==> config.mk <==
export PLATFORM = sky130hd
export DESIGN_NAME = event_trigger_qualifier_table
export DESIGN_NICKNAME = d
export VERILOG_FILES = /design/src/sv/etq_pkg.sv /design/src/sv/etq_ram.sv /design/src/sv/event_trigger_qualifier_table.sv
export SDC_FILE = /design/constraint.sdc
export NUM_CORES = 2
export LEC_CHECK = 0
export BUFFER_PORTS_ARGS = -buffer_cell sky130_fd_sc_hd__buf_2
export CELL_PAD_IN_SITES_DETAIL_PLACEMENT = 1
export CELL_PAD_IN_SITES_GLOBAL_PLACEMENT = 1
export CORE_MARGIN = 5
export CORE_UTILIZATION = 55
export DETAILED_ROUTE_END_ITERATION = 12
export GPL_TIMING_DRIVEN = 0
export PLACE_DENSITY = 0.85
export SYNTH_ARGS = -nofsm -noshare
export SYNTH_HDL_FRONTEND = slang
export SYNTH_SLANG_ARGS = --single-unit
==> constraint.sdc <==
create_clock -name clk -period 14.3 [get_ports clk]
set_input_delay 2.145 -clock clk [delete_from_list [all_inputs] [get_ports clk]]
set_output_delay 2.145 -clock clk [all_outputs]
set_load 0.03 [all_outputs]
==> src/sv/etq_pkg.sv <==
// Package of the trigger qualifier table: sizes, command, phase and state codes,
// transfer structs and the layout of one slot entry. Depends on nothing.
`default_nettype none

package etq_pkg;

  localparam int NUM_SLOTS   = 16;
  localparam int TIME_BITS   = 16;
  localparam int EP_BITS     = 16;
  localparam int MAX_RESULTS = 16;
  localparam int SLOT_W      = (NUM_SLOTS > 1) ? $clog2(NUM_SLOTS) : 1;
  localparam int CNT_W       = $clog2(MAX_RESULTS + 1);
  localparam int CHG_W       = 4;
  localparam int IDX_W       = 4;

  typedef enum logic [1:0] {
    CMD_TICK   = 2'd0,
    CMD_UPDATE = 2'd1,
    CMD_LOAD   = 2'd2,
    CMD_DELETE = 2'd3
  } cmd_t;

  typedef enum logic [1:0] {
    PH_RESET    = 2'd0,
    PH_PRESET   = 2'd1,
    PH_SET      = 2'd2,
    PH_PRERESET = 2'd3
  } phase_t;

  typedef enum logic [1:0] {
    ST_IDLE,
    ST_SWEEP,
    ST_FLUSH
  } state_t;

  typedef struct packed {
    cmd_t                 command;
    logic [EP_BITS-1:0]   endpoint_id;
    logic                 condition_met;
    logic [IDX_W-1:0]     slot_index;
    logic [TIME_BITS-1:0] detect_ticks;
    logic [TIME_BITS-1:0] hold_ticks;
  } in_t;

  typedef struct packed {
    logic [CHG_W-1:0] changed_slot;
    logic             now_set;
    logic             last_result;
  } out_t;

  typedef struct packed {
    logic [EP_BITS-1:0]   endpoint;
    logic [TIME_BITS-1:0] detect_time;
    logic [TIME_BITS-1:0] hold_time;
    phase_t               phase;
    logic [TIME_BITS-1:0] detect_rem;
    logic [TIME_BITS-1:0] hold_rem;
  } entry_t;

endpackage

`default_nettype wire

==> src/sv/etq_ram.sv <==
// Generic simple dual-port RAM with one write port and a registered read port.
// Depends on nothing; width and depth come from its parameters.
`default_nettype none

module etq_ram #(
  parameter int WIDTH = 8,
  parameter int DEPTH = 16,
  localparam int AW = (DEPTH > 1) ? $clog2(DEPTH) : 1
) (
  input  wire logic             clk,
  input  wire logic             we,
  input  wire logic [AW-1:0]    waddr,
  input  wire logic [WIDTH-1:0] wdata,
  input  wire logic             re,
  input  wire logic [AW-1:0]    raddr,
  output logic      [WIDTH-1:0] rdata
);

  logic [WIDTH-1:0] mem [DEPTH];

  always_ff @(posedge clk) begin
    if (we) begin
      mem[waddr] <= wdata;
    end
    if (re) begin
      rdata <= mem[raddr];
    end
  end

endmodule

`default_nettype wire

==> src/sv/event_trigger_qualifier_table.sv <==
// Trigger qualifier table. A tick or an update transfer holds busy high
// through the sweep and the flush, and no transfer is taken while busy is high:
// the sweep reads one slot entry per cycle from the slot memory and writes it
// back in the next cycle, then the flush state drains the last notification.
// Load and delete never raise busy. A tick delivers its notifications in
// ascending slot order, one per cycle at most, each held on result for exactly
// one cycle with strobe high; the receiver cannot stall and must take them as
// they come. Depends on etq_pkg and etq_ram.
`default_nettype none

module event_trigger_qualifier_table (
  input  wire logic         clk,
  input  wire logic         rst,
  input  wire logic         start,
  output logic              busy,
  input  wire etq_pkg::in_t item,
  output logic              strobe,
  output etq_pkg::out_t     result
);

  localparam int SW = etq_pkg::SLOT_W;
  localparam int EW = $bits(etq_pkg::entry_t);

  etq_pkg::state_t state, state_next;
  etq_pkg::cmd_t   op;
  logic [etq_pkg::EP_BITS-1:0] op_ep;
  logic                        op_cond;
  logic [SW:0]                 rd_cnt;
  logic                        proc_vld;
  logic [SW-1:0]               proc_idx;
  logic [etq_pkg::CNT_W-1:0]   fire_cnt;
  logic                        pend_vld;
  logic [etq_pkg::CHG_W-1:0]   pend_slot;
  logic                        pend_set;
  logic [etq_pkg::NUM_SLOTS-1:0] slot_valid;

  logic             accept, idx_ok, issue, last_proc, proc_live;
  logic             fire, fire_set;
  logic             we;
  logic [SW-1:0]    waddr;
  logic [EW-1:0]    wdata, rdata;
  etq_pkg::entry_t  ent, upd, load_ent;

  assign busy      = (state != etq_pkg::ST_IDLE);
  assign accept    = start && !busy;
  assign idx_ok    = (32'(item.slot_index) < etq_pkg::NUM_SLOTS);
  assign issue     = (state == etq_pkg::ST_SWEEP) && (32'(rd_cnt) < etq_pkg::NUM_SLOTS);
  assign last_proc = proc_vld && (proc_idx == SW'(etq_pkg::NUM_SLOTS - 1));
  assign proc_live = proc_vld && slot_valid[proc_idx];
  assign ent       = etq_pkg::entry_t'(rdata);

  always_comb begin
    upd      = ent;
    fire     = 1'b0;
    fire_set = 1'b0;
    if (op == etq_pkg::CMD_TICK) begin
      if (ent.detect_rem != '0) begin
        upd.detect_rem = ent.detect_rem - 1'b1;
      end
      if (ent.hold_rem != '0) begin
        upd.hold_rem = ent.hold_rem - 1'b1;
      end
      if (32'(fire_cnt) < etq_pkg::MAX_RESULTS) begin
        if (ent.phase == etq_pkg::PH_PRESET && upd.detect_rem == '0) begin
          upd.phase    = etq_pkg::PH_SET;
          upd.hold_rem = ent.hold_time;
          fire         = 1'b1;
          fire_set     = 1'b1;
        end else if (ent.phase == etq_pkg::PH_PRERESET && upd.hold_rem == '0) begin
          upd.phase = etq_pkg::PH_RESET;
          fire      = 1'b1;
        end
      end
    end else if (ent.endpoint == op_ep) begin
      case (ent.phase)
        etq_pkg::PH_RESET: begin
          if (op_cond) begin
            upd.detect_rem = ent.detect_time;
            upd.phase      = etq_pkg::PH_PRESET;
          end
        end
        etq_pkg::PH_PRESET: begin
          if (!op_cond) begin
            upd.detect_rem = '0;
            upd.phase      = etq_pkg::PH_RESET;
          end
        end
        etq_pkg::PH_SET: begin
          if (!op_cond) begin
            upd.phase = etq_pkg::PH_PRERESET;
          end
        end
        default: begin
          if (op_cond) begin
            upd.phase = etq_pkg::PH_SET;
          end
        end
      endcase
    end
  end

  always_comb begin
    load_ent.endpoint    = item.endpoint_id;
    load_ent.detect_time = item.detect_ticks;
    load_ent.hold_time   = item.hold_ticks;
    load_ent.phase       = etq_pkg::PH_RESET;
    load_ent.detect_rem  = '0;
    load_ent.hold_rem    = '0;
    if (accept && item.command == etq_pkg::CMD_LOAD) begin
      we    = idx_ok;
      waddr = SW'(item.slot_index);
      wdata = load_ent;
    end else begin
      we    = proc_live;
      waddr = proc_idx;
      wdata = upd;
    end
  end

  etq_ram #(
    .WIDTH (EW),
    .DEPTH (etq_pkg::NUM_SLOTS)
  ) u_slot_ram (
    .clk   (clk),
    .we    (we),
    .waddr (waddr),
    .wdata (wdata),
    .re    (issue),
    .raddr (rd_cnt[SW-1:0]),
    .rdata (rdata)
  );

  always_comb begin
    state_next = state;
    unique case (state)
      etq_pkg::ST_IDLE: begin
        if (accept && (item.command == etq_pkg::CMD_TICK ||
                       item.command == etq_pkg::CMD_UPDATE)) begin
          state_next = etq_pkg::ST_SWEEP;
        end
      end
      etq_pkg::ST_SWEEP: begin
        if (last_proc) begin
          state_next = etq_pkg::ST_FLUSH;
        end
      end
      etq_pkg::ST_FLUSH: begin
        state_next = etq_pkg::ST_IDLE;
      end
      default: begin
        state_next = etq_pkg::ST_IDLE;
      end
    endcase
  end

  always_ff @(posedge clk) begin
    if (rst) begin
      state      <= etq_pkg::ST_IDLE;
      rd_cnt     <= '0;
      proc_vld   <= 1'b0;
      fire_cnt   <= '0;
      pend_vld   <= 1'b0;
      strobe     <= 1'b0;
      slot_valid <= '0;
    end else begin
      state    <= state_next;
      proc_vld <= issue;
      strobe   <= pend_vld && ((proc_live && fire) ||
                               (state == etq_pkg::ST_FLUSH));
      if (issue) begin
        rd_cnt <= rd_cnt + 1'b1;
      end
      if (accept) begin
        rd_cnt   <= '0;
        fire_cnt <= '0;
        pend_vld <= 1'b0;
        if (idx_ok && item.command == etq_pkg::CMD_LOAD) begin
          slot_valid[SW'(item.slot_index)] <= 1'b1;
        end
        if (idx_ok && item.command == etq_pkg::CMD_DELETE) begin
          slot_valid[SW'(item.slot_index)] <= 1'b0;
        end
      end
      if (proc_live && fire) begin
        fire_cnt <= fire_cnt + 1'b1;
        pend_vld <= 1'b1;
      end
      if (state == etq_pkg::ST_FLUSH && pend_vld) begin
        pend_vld <= 1'b0;
      end
    end
  end

  always_ff @(posedge clk) begin
    if (accept) begin
      op      <= item.command;
      op_ep   <= item.endpoint_id;
      op_cond <= item.condition_met;
    end
    if (issue) begin
      proc_idx <= rd_cnt[SW-1:0];
    end
    if (proc_live && fire) begin
      pend_slot <= etq_pkg::CHG_W'(proc_idx);
      pend_set  <= fire_set;
      result.changed_slot <= pend_slot;
      result.now_set      <= pend_set;
      result.last_result  <= 1'b0;
    end
    if (state == etq_pkg::ST_FLUSH) begin
      result.changed_slot <= pend_slot;
      result.now_set      <= pend_set;
      result.last_result  <= 1'b1;
    end
  end

endmodule

`default_nettype wire

==> results.ini <==
[final_layout]
multiInputGateArea_sq_um=13120
drive_gt1_share_pct=26.92
seqCellArea_sq_um=43490
final_cell_mix=edfxtp_1, mux4_2, nand2_1
fillCellCount=8240
area_growth_pct=15.10
mostFrequentLayoutCell=edfxtp_1
stdcell_count=4478
nets=3043

[pwr]
pwr-share-seq_pct=53.0
ir_drop_mv=0.1260
p_int_w=0.007064
p_comb_share_pct=4.0
sw_frac_of_total_pct=21.84
p_switching_w=0.001973
pwr-share-clk_pct=43.1
power.density_nw_per_um2=137.6
leakage_nw=20.13

[global_route]
grt_pass1_vias=33420
grt_start_max_net_pins=25
grt_antenna_before_repair=5
gr-total-overflow=0
grt_pass1_wl_um=254000
gr-usage-all-layers_pct=32.40

[clock_network]
clock-root-buffer=clkbuf_16
cts_made_buffers=146
cts_max_level=4
clockBufferDepth=3
postCtsHoldBufs=0
clk_latency_ns=0.78
clock-sinks=1459
path_clk_slew_ns=0.06
cts_setup_buffers=0
cts_tree=built
ctsResizeCount=0

[logic_synthesis]
yosysUniqueCellTypes=63
synth_edf_count=1427
ys_top_cells_by_area=edfxtp_1, mux4_2, nand2_1
synth.yosys.seq_area_share_pct=76.24
synthesis.area_sq_um=57050
synthesis.nets=2741
ys_warn_count=0
synth_ff_type=edfxtp_1
ys_seq_elements=1459
yosysTopAreaCellShare_pct=75.12
syn_inst=2679
synthArstFlopShare_pct=0
postSynthAreaPerCell_sq_um=21.29
yosys.area.top_type=edfxtp_1

[timing]
slew_headroom_pct=-4.471
fmax_ghz=0.1333
slew_violations=12
setup_violations=0
tightest_slew_ns=1.567
layout_min_cycle_time_ns=7.502
post-route-period-util_pct=52.46
clock_skew_ns=0.02942
rsz0062_at_grt=false
hold_viol=0
finalSetupTns_ns=0

[hold_path]
holdPathStages=0
min_from=rd_cnt[2]$_SDFFE_PP0P_
worstHoldEndpoint=proc_idx[2]$_DFFE_PP_
hold_path_class=register to register

[run_status]
status=finished, violations left
failed_checks=capacitance limit, slew limit

[place]
place_congestion=0.8899
dpl.cell_count=4210
port_buffers=63
hpwl_um=104900

[floorplanning]
die_w_um=332.1
start_util_pct=55.28
io_pins=66
row_count=118
coreArea_sq_um=103200
die-height_um=332.1
dieArea_sq_um=110300

[drt]
ant_nets=0
wirelength_um=179100
wl_per_cell_um=39.99
drcViolationCount=0
viasPerCell=7.203
dr.first_iter.drc_count=5349
vias=32250
dr.pass1.iters=6

[critical_path]
endpoint_kind=register
path_max_fanout=24
worstPathArrival_ns=7.97
cp-start-kind=primary input
ff2ff_path_depth=12
reg2reg_to=u_slot_ram.mem[10][46]$_DFFE_PP_
criticalPathCategory=primary input to register
ff2ff_setup_slack_ns=7.67
r2r_start=state[1]$_SDFFE_PP0P_
cp.required_ns=14.77

[job]
cap_violations=1

## state kept, by name, indices dropped and copies added, names as in the netlist, 2 cells and up
register,flops
fire_cnt,5
op,2
op_ep,16
pend_slot,4
proc_idx,4
rd_cnt,5
result,6
slot_valid,16
state,2
u_slot_ram.mem,1312
u_slot_ram.rdata,82
## synthesized netlist by cell type (3+ instances only)
| cell | instances |
|---|---|
| o31ai_1 | 12 |
| a211o_1 | 3 |
| buf_1 | 51 |
| o21a_1 | 4 |
| a31oi_1 | 10 |
| nor4_1 | 18 |
| a21oi_1 | 47 |
| inv_1 | 10 |
| ha_1 | 4 |
| a211oi_1 | 28 |
| o21bai_1 | 3 |
| o31a_1 | 4 |
| nor2_1 | 82 |
| dfxtp_1 | 32 |
| a21o_1 | 5 |
| mux2i_1 | 14 |
| a311oi_1 | 3 |
| nand4_1 | 10 |
| mux2_2 | 3 |
| nor4b_1 | 4 |
| or2_2 | 9 |
| xor2_1 | 20 |
| nand2_1 | 176 |
| or3_1 | 7 |
| clkbuf_1 | 96 |
| nand3_1 | 18 |
| mux4_2 | 414 |
| buf_2 | 3 |
| o211ai_1 | 6 |
| xnor2_1 | 3 |
| o21ai_0 | 27 |
| nand2b_1 | 15 |
| or4_1 | 11 |
| a221oi_1 | 9 |
| nor3_1 | 33 |
| edfxtp_1 | 1427 |
| nor2b_1 | 13 |
| nor3b_1 | 11 |
## cells by family after synthesis
group	share of synthesized area, %
AO/OA/AOI/OAI	2.020
XOR/XNOR	0.3531
adder cells (fa/ha/maj)	0.08774
buffers and inverters	1.121
flip-flops	76.24
multiplexers	16.65
AND/OR/NAND/NOR	3.529
## routing by layer
metal	vias to the layer above	routed length, um	share of wire, %	GRT usage [%]
li1	11850	-	-	-
met1	16730	60070	34	41.55
met2	3004	86890	49	52.57
met3	673	22440	13	8.997
met4	2	9639	5.4	14.42
met5	-	8	0.0045	0
## power by group through the flow
stage	registers [W]	clock network, W	logic [W]
6_report	0.00479	0.00389	0.000358
5_1_grt	0.00479	0.00414	0.000369
4_1_cts	0.00479	0.00391	0.000346
3_5_place_dp	0.00488	0	0.000336
3_3_place_gp	0.00488	0	0.000293
2_1_floorplan	0.00486	0	0.000199
## metrics by stage
stage	setup slack, ns	instance area (sq um)	hold WS (ns)	total power [W]	util [%]
2_1_floorplan	4.536	57050	0.4064	0.005061	-
3_5_place_dp	6.479	60850	0.4228	0.005212	58.96
3_3_place_gp	-4.792	59090	0.4268	0.005176	57.25
4_1_cts	7.207	65570	0.4453	0.009043	63.54
5_1_grt	6.946	65650	0.4736	0.009295	63.61
6_report	6.798	65660	0.4498	0.009038	63.62
## worst max-delay path, stage by stage
cell and delay [ns]:
buf_2 0.10, nand2_1 0.17, inv_2 0.73, nand2_1 0.17, nor2_1 0.38, clkbuf_1 0.94
buf_1 1.03, a21oi_1 0.60, nor2_4 0.83, buf_12 0.30, buf_16 0.21, buf_12 0.23
## cell type report
cell class                 count  share of cell area (%)
antenna                        4                 0.01525
tap                         1380                   2.630
timing repair buffer         154                   2.975
clock inverter                79                   1.254
clock buffer                 182                   5.932
multi-input combinational   1056                   19.98
sequential                  1459                   66.24
inverter                      10                 0.05717
buffer                       154                  0.9185
## worst max path at each step
stage               start                               end  slack, ns
global route        start  u_slot_ram.mem[10][28]$_DFFE_PP_       6.95
floorplan           start    u_slot_ram.mem[5][0]$_DFFE_PP_       4.54
global placement    start   u_slot_ram.mem[7][41]$_DFFE_PP_      -4.79
finish              start  u_slot_ram.mem[10][46]$_DFFE_PP_       6.80
detailed placement  start  u_slot_ram.mem[10][41]$_DFFE_PP_       6.48
CTS                 start  u_slot_ram.mem[10][27]$_DFFE_PP_       7.21
No activity file was read; power rests on OpenSTA's default activity.
